`config.mk`:
```
export PLATFORM = sky130hd
export DESIGN_NAME = bcslr_ram
export DESIGN_NICKNAME = d
export VERILOG_FILES = /design/src/design/bcslr_ram.sv
export SDC_FILE = /design/constraint.sdc
export NUM_CORES = 1
export LEC_CHECK = 0
export BUFFER_PORTS_ARGS = -buffer_cell sky130_fd_sc_hd__buf_2
export CAP_MARGIN = 20
export CELL_PAD_IN_SITES_DETAIL_PLACEMENT = 0
export CELL_PAD_IN_SITES_GLOBAL_PLACEMENT = 1
export CORE_MARGIN = 3
export CORE_UTILIZATION = 57
export DETAILED_ROUTE_END_ITERATION = 8
export GPL_TIMING_DRIVEN = 0
export PLACE_DENSITY = 0.79
export SLEW_MARGIN = 10
export SYNTH_ARGS = -nofsm -noshare
export SYNTH_HDL_FRONTEND = slang
export SYNTH_SLANG_ARGS = --single-unit
export TNS_END_PERCENT = 1
```
`constraint.sdc`:
```
create_clock -name clock -period 4.3 [get_ports clock]
set_input_delay 0.86 -clock clock [delete_from_list [all_inputs] [get_ports clock]]
set_output_delay 0.86 -clock clock [all_outputs]
set_load 0.02 [all_outputs]
```
`src/design/bcslr_ram.sv`:
```
// Generic single-write, single-read synchronous RAM with registered read data.
`default_nettype none
module bcslr_ram #(
   parameter int WIDTH = 8,
   parameter int DEPTH = 16
) (
   input  wire logic                     clock,
   input  wire logic                     we,
   input  wire logic [$clog2(DEPTH)-1:0] waddr,
   input  wire logic [WIDTH-1:0]         wdata,
   input  wire logic [$clog2(DEPTH)-1:0] raddr,
   output logic      [WIDTH-1:0]         rdata
);

   logic [WIDTH-1:0] mem [DEPTH];

   always_ff @(posedge clock) begin
      if (we) begin
         mem[waddr] <= wdata;
      end
      rdata <= mem[raddr];
   end

endmodule
`default_nettype wire

```
==> results.py, run 1 <==
metrics = {
    "run_status": {
        "status": "finished, final reports clean",
    },
    "floorplan": {
        "pin_count": 26,
        "dieHeight_um": 101,
        "start_util": 0.587,
        "die_area_um2": 10200,
        "die_w_um": 101,
        "num_rows": 34,
        "core_um2": 8760,
    },
    "power_and_ir_drop": {
        "power_frac_seq": 0.478,
        "p_total_uw": 3120,
        "comb_power_share": 0.049,
        "p_clk_frac": 0.474,
        "p_switching_uw": 622,
        "power_leakage_uw": 0.00206,
        "intPower_uw": 2500,
        "swShare": 0.200,
        "peakVddDrop_uv": 286,
        "p_per_area_nw_per_um2": 516,
    },
    "worst_hold_path": {
        "hold_path_class": "register to register",
    },
    "place": {
        "placed_cell_area_um2": 5430,
        "dp_hpwl_um": 6040,
        "dp.cells": 365,
        "globalplace.congestion": 0.706,
        "numPortBuffers": 24,
        "pre_cts_slack_ns": 1.52,
    },
    "logic_synthesis": {
        "netlist_area_um2": 5150,
        "synth_nets": 247,
        "ys_top_cells_by_area": "edfxtp_1 75%, mux4_2 7.9%, mux4_1 7.1%",
        "synth_most_common_cell": "edfxtp_1",
        "syn_inst": 229,
        "ys_seq_area_frac": 0.778,
        "yosys-top-cells-count": "128 x edfxtp_1, 18 x mux4_2, 16 x a22oi_1",
        "yosysWarnings": 0,
        "yosysTopAreaCell": "edfxtp_1",
        "postSynthAreaPerCell_um2": 22.5,
        "ys_types": 19,
        "yosys_most_used_dff": "edfxtp_1",
        "synth-edff-count": 128,
        "ys_async_sr_fraction": 0,
        "yosysTopAreaCellShare": 0.747,
        "ys_ff_latch": 136,
    },
    "clock_network": {
        "cts_buffer_depth": 2,
        "cts_tree": "yes",
        "clockRootBuffer": "clkbuf_8",
        "hold_buffers": 0,
        "cts_setup_buffers": 0,
        "cts.sinks": 136,
        "cts_resized": 0,
        "clock_latency_ns": 0.52,
        "h-tree-depth": 4,
        "numCtsBuffers": 17,
        "clk_pin_slew_worst_paths_ns": 0.06,
    },
    "cells_and_area": {
        "design_area_um2": 6040,
        "area_growth_pct": 17.3,
        "instances_no_fill": 397,
        "layout-drive-gt1-share": 0.304,
        "diodes": 0,
        "nNetsFinal": 294,
    },
    "worst_setup_path": {
        "crit_arrival_ns": 2.42,
        "startpoint_type": "input port",
        "worstSetupPathType": "input port to register",
        "crit_fanout": 5,
        "cp.required_ns": 4.53,
        "cp-end-kind": "register",
    },
    "sta": {
        "final.min_clock_period_ns": 2.20,
        "fin_setup_tns_ns": 0,
        "post-route-period-util": 0.512,
        "layout_setup_ws_ns": 2.10,
        "setup_viol": 0,
        "rsz0062_at_grt": "no",
        "clock.fmax_mhz": 455,
        "max_slew_margin": 0.440,
        "fin_skew_ns": 0.0109,
        "hold_violations": 0,
        "slew_viol_final": 0,
        "worst_pin_slew_ns": 0.834,
    },
    "drt": {
        "drt_iter0_drc": 240,
        "post_drt_wl_per_cell_um": 25.3,
        "drt-pass1-iter-count": 4,
        "num_vias": 2442,
        "drc": 0,
        "finalWirelength_um": 10000,
        "viasPerCell": 6.15,
        "antenna_left": 0,
    },
    "grt": {
        "grt_usage": 0.220,
        "grt_pass1_wl_um": 15200,
        "gr-total-overflow": 0,
        "grt_pass1_vias": 2419,
        "antenna_found_initial": 0,
        "grt_max_degree": 17,
    },
    "flow_run": {
        "max-cap-violations": 0,
    },
}
[metrics by stage]
| step | hold WS [ns] | utilization |
|---|---|---|
| finish | 0.683 | 0.689 |
| global route | 0.725 | 0.689 |
| CTS | 0.681 | 0.689 |
| detailed placement | 0.665 | 0.619 |
| global placement | 0.656 | 0.617 |
| floorplan | 0.629 | - |
[critical path: stages]
cell	delay (ns)
buf_2	0.11
or3b_2	0.53
nor3_1	0.65
buf_4	0.27
[layout make-up]
class,count,area [µm²]
Multi-Input combinational cell,83,1060
Fill cell,539,2730
Clock inverter,13,179
Clock buffer,19,432
Timing Repair Buffer,28,145
Tap cell,108,135
Buffer,10,86.3
Sequential cell,136,4000
[worst paths after layout]
check | from | cells past startpoint | slack (ns) | end
worst min register to register | mem[11][2]$_DFFE_PP_ | 3 | 0.68 | rdata[2]$_DFF_P_
worst min-delay path | mem[11][2]$_DFFE_PP_ | 3 | 0.68 | rdata[2]$_DFF_P_
worst max register to register | mem[4][0]$_DFFE_PP_ | 3 | 2.87 | rdata[0]$_DFF_P_
worst max-delay path | waddr[2] | 4 | 2.10 | mem[0][3]$_DFFE_PP_
[cells in the final DEF (no fill, tap or decap)]
cell             instances
mux4_2                  18
or3b_2                   1
a22oi_1                 16
clkinvlp_4               1
clkbuf_8                 2
clkbuf_1                 1
clkinv_4                 3
buf_2                   29
and2_1                   1
nor3_1                   4
edfxtp_1               128
nor2b_1                  1
buf_6                    3
nand2b_1                 2
clkinv_2                 5
nor2_1                  13
buf_4                    3
mux4_1                  14
nand2_1                  9
nand3_1                  1
nand3b_1                 2
clkdlybuf4s25_2          3
bufinv_16                4
dfxtp_1                  8
and2b_1                  1
clkbuf_16               16
[registers in the layout, summed over array words and instances, names as in the netlist]
| register | flops |
|---|---|
| mem | 128 |
| rdata | 8 |
[layer usage]
layer  GRT usage  share of wire
met1       0.320           0.41
met5           0              0
met3      0.0567          0.076
met4      0.0818          0.022
met2       0.327           0.49
[logic make-up after synthesis]
family          Yosys count  share of synthesized area
buf+inv                  10                     0.0168
flops                   136                      0.778
mux                      32                      0.150
simple gates             35                     0.0318
compound gates           16                     0.0233
[power by group through the flow]
stage / Sequential (µW) / Clock (µW) / Combinational, µW
5_1_grt: 1490 / 1550 / 163
6_report: 1490 / 1480 / 151
4_1_cts: 1490 / 1490 / 152
2_1_floorplan: 1530 / 0 / 75.2
3_5_place_dp: 1520 / 0 / 151
3_3_place_gp: 1510 / 0 / 146
Note: power is estimated with default switching activity, not from simulation.
==> run 2, diff against run 1 <==
Settings changed: ABC_AREA set to 1, CORE_UTILIZATION 57 to 44, PLACE_DENSITY 0.79 to 0.71.
Clock period 4.3 ns to 2 ns, I/O delays scaled along.
==> results.py, run 2 <==
metrics = {
    "power_and_ir_drop": {
        "intPower_uw": 5100,
        "p_total_uw": 6510,
        "p_per_area_nw_per_um2": 982,
        "p_switching_uw": 1420,
        "swShare": 0.218,
        "peakVddDrop_uv": 397,
        "comb_power_share": 0.067,
        "p_clk_frac": 0.441,
        "power_frac_seq": 0.492,
        "power_leakage_uw": 0.00287,
    },
    "grt": {
        "grt_usage": 0.212,
        "grt_util_met3": 0.0608,
        "antenna_found_initial": 0,
        "busiest_layer": "met2",
        "grt_max_degree": 17,
        "grt_pass1_wl_um": 21800,
        "grt_pass1_vias": 3634,
        "gr-total-overflow": 0,
        "grt_use_met2": 0.321,
        "use_met1": 0.295,
    },
    "logic_synthesis": {
        "yosys_most_used_dff": "edfxtp_1",
        "yosysWarnings": 0,
        "yosysTopAreaCellShare": 0.667,
        "ys_types": 12,
        "netlist_area_um2": 5770,
        "ys_seq_area_frac": 0.694,
        "synth_most_common_cell": "nand2_1",
        "yosys-top-cells-count": "173 x nand2_1, 128 x edfxtp_1, 100 x inv_1",
        "syn_inst": 551,
        "postSynthAreaPerCell_um2": 10.5,
        "synth_nets": 569,
        "ys_async_sr_fraction": 0,
        "synth-edff-count": 128,
        "ys_top_cells_by_area": "edfxtp_1 67%, nand2_1 11%, nand3_1 8.4%",
        "yosysTopAreaCell": "edfxtp_1",
        "ys_ff_latch": 136,
    },
    "cells_and_area": {
        "ff_latch_area_um2": 4000,
        "layout_commonest_cell": "nand2_1",
        "multi_input_area_um2": 1210,
        "layout_common_cells": "173 x nand2_1, 128 x edfxtp_1, 100 x inv_1, 97 x nand3_1, 35 x buf_2",
        "diodes": 0,
        "layout-drive-gt1-share": 0.118,
        "area_growth_pct": 15.0,
        "top_register": "mem",
        "reg_top3": "mem: 128 flops, rdata: 8 flops",
        "largest_reg_flops": 128,
        "nNetsFinal": 610,
        "nFillCells": 1167,
        "design_area_um2": 6630,
    },
    "floorplan": {
        "die_area_um2": 14500,
        "start_util": 0.453,
        "num_rows": 41,
        "core_um2": 12700,
        "pin_count": 26,
        "die_w_um": 120,
        "dieHeight_um": 120,
    },
    "sta": {
        "final.min_clock_period_ns": 1.49,
        "hold_violations": 0,
        "slew_viol_final": 0,
        "rsz0062_at_grt": "no",
        "max_slew_margin": 0.313,
        "post-route-period-util": 0.743,
        "worst_pin_slew_ns": 1.03,
        "fin_setup_tns_ns": 0,
        "fin_skew_ns": 0.00585,
        "clock.fmax_mhz": 673,
        "setup_viol": 0,
    },
    "drt": {
        "drt-pass1-iter-count": 5,
        "finalWirelength_um": 14500,
        "viasPerCell": 4.89,
        "antenna_left": 0,
        "drc": 0,
        "num_vias": 3798,
        "post_drt_wl_per_cell_um": 18.7,
        "drt_iter0_drc": 365,
    },
    "worst_setup_path": {
        "startpoint_type": "input port",
        "timing.rr.end": "rdata[1]$_DFF_P_",
        "rr_worst_depth": 6,
        "crit_fanout": 8,
        "r2r_setup_slack_ns": 0.98,
        "r2r-start": "mem[10][1]$_DFFE_PP_",
        "worstSetupPathType": "input port to register",
        "cp-end-kind": "register",
        "crit_arrival_ns": 1.53,
        "cp.required_ns": 2.04,
    },
    "worst_hold_path": {
        "hp-start": "wdata[2]",
        "hold_end": "mem[8][2]$_DFFE_PP_",
        "hold_path_class": "input port to register",
        "whs_path_depth": 1,
    },
    "clock_network": {
        "cts_tree": "yes",
        "hold_buffers": 0,
        "clock_latency_ns": 0.42,
        "cts_buffer_depth": 2,
        "clockRootBuffer": "clkbuf_16",
        "cts_resized": 0,
        "numCtsBuffers": 17,
        "cts_setup_buffers": 0,
        "cts.sinks": 136,
        "clk_pin_slew_worst_paths_ns": 0.05,
        "h-tree-depth": 4,
    },
    "place": {
        "globalplace.congestion": 0.804,
        "dp_hpwl_um": 9190,
        "placed_cell_area_um2": 6090,
        "numPortBuffers": 22,
    },
    "flow_run": {
        "max-cap-violations": 0,
    },
    "run_status": {
        "status": "finished, final reports clean",
    },
}
run 2: stage by stage:
| step | std cells | utilization | hold WS [ns] | setup WS, ns |
|---|---|---|---|---|
| floorplan | 551 | - | 0.499 | 0.649 |
| global placement | 745 | 0.479 | 0.685 | 0.0605 |
| detailed placement | 745 | 0.479 | 0.687 | 0.0271 |
| CTS | 776 | 0.521 | 0.375 | 0.472 |
| global route | 776 | 0.521 | 0.378 | 0.436 |
| finish | 776 | 0.521 | 0.381 | 0.513 |
run 2: per-layer routing:
layer | wire length, µm | part of all wire
met1 | 6530 | 0.45
met2 | 6620 | 0.46
met3 | 1060 | 0.073
met4 | 284 | 0.020
met5 | 0 | 0
run 2: worst max-delay path by stage:
stage	startpoint	endpoint	cells past startpoint
floorplan	waddr[2]	mem[10][0]$_DFFE_PP_	2
global placement	waddr[3]	mem[5][7]$_DFFE_PP_	3
detailed placement	waddr[3]	mem[7][2]$_DFFE_PP_	3
CTS	waddr[3]	mem[7][6]$_DFFE_PP_	3
global route	waddr[3]	mem[5][3]$_DFFE_PP_	3
finish	waddr[3]	mem[7][6]$_DFFE_PP_	3
run 2: layout make-up:
type / count / area share
clock inverters: 13 / 0.0170
inverters: 102 / 0.0577
clock buffers: 18 / 0.0647
plain buffers: 24 / 0.0251
well taps: 172 / 0.0324
repair buffers: 22 / 0.0166
flip-flops and latches: 136 / 0.604
multi-input cells: 289 / 0.183
run 2: power by group through the flow:
stage / logic, µW / registers (µW) / clock network, µW
after CTS: 440 / 3200 / 2900
final: 438 / 3200 / 2870
after detailed placement: 438 / 3260 / 0
after floorplan: 225 / 3280 / 0
after global placement: 434 / 3260 / 0
after global routing: 485 / 3210 / 3050
run 2: cell families after synthesis:
group,Yosys count,share of synthesized area
AND/OR/NAND/NOR,289,0.210
flip-flops,136,0.694
buffers and inverters,126,0.0952
run 2: worst max-delay path, cell delays in order:
cell and delay (ns):
buf_2 0.12, nand3b_1 0.22, nor2_1 0.78
==> run 3, diff against run 2 <==
Settings changed: ABC_AREA 1 to 0, CORE_UTILIZATION 44 to 53, PLACE_DENSITY 0.71 to 0.74.
Clock period 2 ns to 1.6 ns, I/O delays scaled along.
==> results.py, run 3 (synthesis results as in run 1) <==
metrics = {
    "clock_network": {
        "hold_buffers": 0,
        "cts.sinks": 136,
        "h-tree-depth": 4,
        "clockRootBuffer": "clkbuf_8",
        "cts_setup_buffers": 0,
        "cts_resized": 0,
        "clock_latency_ns": 0.51,
        "cts_buffer_depth": 2,
        "clk_pin_slew_worst_paths_ns": 0.06,
        "numCtsBuffers": 17,
        "cts_tree": "yes",
    },
    "drt": {
        "post_drt_wl_per_cell_um": 22.8,
        "viasPerCell": 5.60,
        "drt-pass1-iter-count": 4,
        "num_vias": 2331,
        "antenna_left": 0,
        "drt_iter0_drc": 185,
        "finalWirelength_um": 9500,
        "drc": 0,
    },
    "run_status": {
        "status": "finished, final reports clean",
    },
    "floorplan": {
        "dieHeight_um": 105,
        "die_area_um2": 10900,
        "pin_count": 26,
        "start_util": 0.552,
        "num_rows": 35,
        "die_w_um": 105,
        "core_um2": 9330,
    },
    "grt": {
        "grt_max_degree": 17,
        "grt_pass1_wl_um": 14600,
        "gr-total-overflow": 0,
        "antenna_found_initial": 0,
        "grt_pass1_vias": 2338,
        "grt_usage": 0.193,
    },
    "worst_setup_path": {
        "startpoint_type": "input port",
        "cp-end-kind": "register",
        "crit_arrival_ns": 1.58,
        "crit_chain": "buf_2 > or3b_2 > nor2_1",
        "worstSetupPathType": "input port to register",
        "cpMaxStageDelayCell": "nor2_1",
        "crit_fanout": 8,
        "cp.required_ns": 1.74,
        "slowest_delay_ns": 0.61,
    },
    "power_and_ir_drop": {
        "p_per_area_nw_per_um2": 1410,
        "peakVddDrop_uv": 718,
        "power_leakage_uw": 0.00206,
    },
    "sta": {
        "clock.fmax_mhz": 691,
        "final.min_clock_period_ns": 1.45,
        "max_slew_margin": 0.481,
        "fin_setup_tns_ns": 0,
        "slew_viol_final": 0,
        "post-route-period-util": 0.905,
        "fin_skew_ns": 0.00512,
        "worst_pin_slew_ns": 0.775,
        "hold_violations": 0,
        "setup_viol": 0,
        "rsz0062_at_grt": "no",
    },
    "cells_and_area": {
        "largest_reg_flops": 128,
        "diodes": 0,
        "area_growth_pct": 18.5,
        "utilization": 0.654,
        "layout-drive-gt1-share": 0.310,
        "top_register": "mem",
        "layout_commonest_cell": "edfxtp_1",
        "layout_common_cells": "128 x edfxtp_1, 28 x buf_2, 18 x mux4_2, 16 x a22oi_1, 16 x clkbuf_16",
        "reg_top3": "mem: 128 flops, rdata: 8 flops",
        "nNetsFinal": 292,
    },
    "place": {
        "globalplace.congestion": 0.720,
        "dp_hpwl_um": 5900,
        "numPortBuffers": 24,
    },
    "flow_run": {
        "max-cap-violations": 0,
    },
    "worst_hold_path": {
        "hold_path_class": "input port to register",
    },
}
-- run 3: metal layers --
layer	up-vias	track usage	wire length [µm]
met4	0	0.0636	70
met3	6	0.0593	712
met2	80	0.282	4710
li1	1066	-	-
met5	-	0	0
met1	1179	0.281	4010
-- run 3: stage by stage --
stage               area (µm²)  hold WS, ns  power, µW  cells  worst slack (ns)
finish                    6100        0.212       8580    416             0.153
global route              6100        0.192       8880    416            0.0891
CTS                       6100        0.179       8670    416             0.127
detailed placement        5450        0.677       4480    384            -0.425
global placement          5430        0.675       4470    382            -0.539
floorplan                 5150        0.419       4310    229            0.0139
-- run 3: final timing paths --
| check | startpoint | end | slack, ns | cells after the start |
|---|---|---|---|---|
| hold / removal | wdata[6] | mem[6][6]$_DFFE_PP_ | 0.21 | 1 |
| hold reg to reg | mem[9][1]$_DFFE_PP_ | rdata[1]$_DFF_P_ | 0.69 | 3 |
| setup reg to reg | mem[4][1]$_DFFE_PP_ | rdata[1]$_DFF_P_ | 0.19 | 3 |
| setup / recovery | waddr[2] | mem[3][3]$_DFFE_PP_ | 0.15 | 3 |
-- run 3: cell type report --
cell class,count,area (µm²)
Buffer,10,86.3
Multi-Input combinational cell,83,1070
Clock inverter,14,221
Timing Repair Buffer,26,133
Clock buffer,18,428
Fill cell,602,3230
Sequential cell,136,4000
Tap cell,129,161
-- run 3: critical path: cells and delay by family --
family | cells | cell delay [ns]
buffers and inverters | 1 | 0.11
AND/OR/NAND/NOR | 2 | 1.14
-- run 3: power breakdown --
group | switching (µW) | internal, µW
Combinational | 243 | 159
Sequential | 17.3 | 3980
Clock | 1430 | 2740
Total | 1690 | 6880
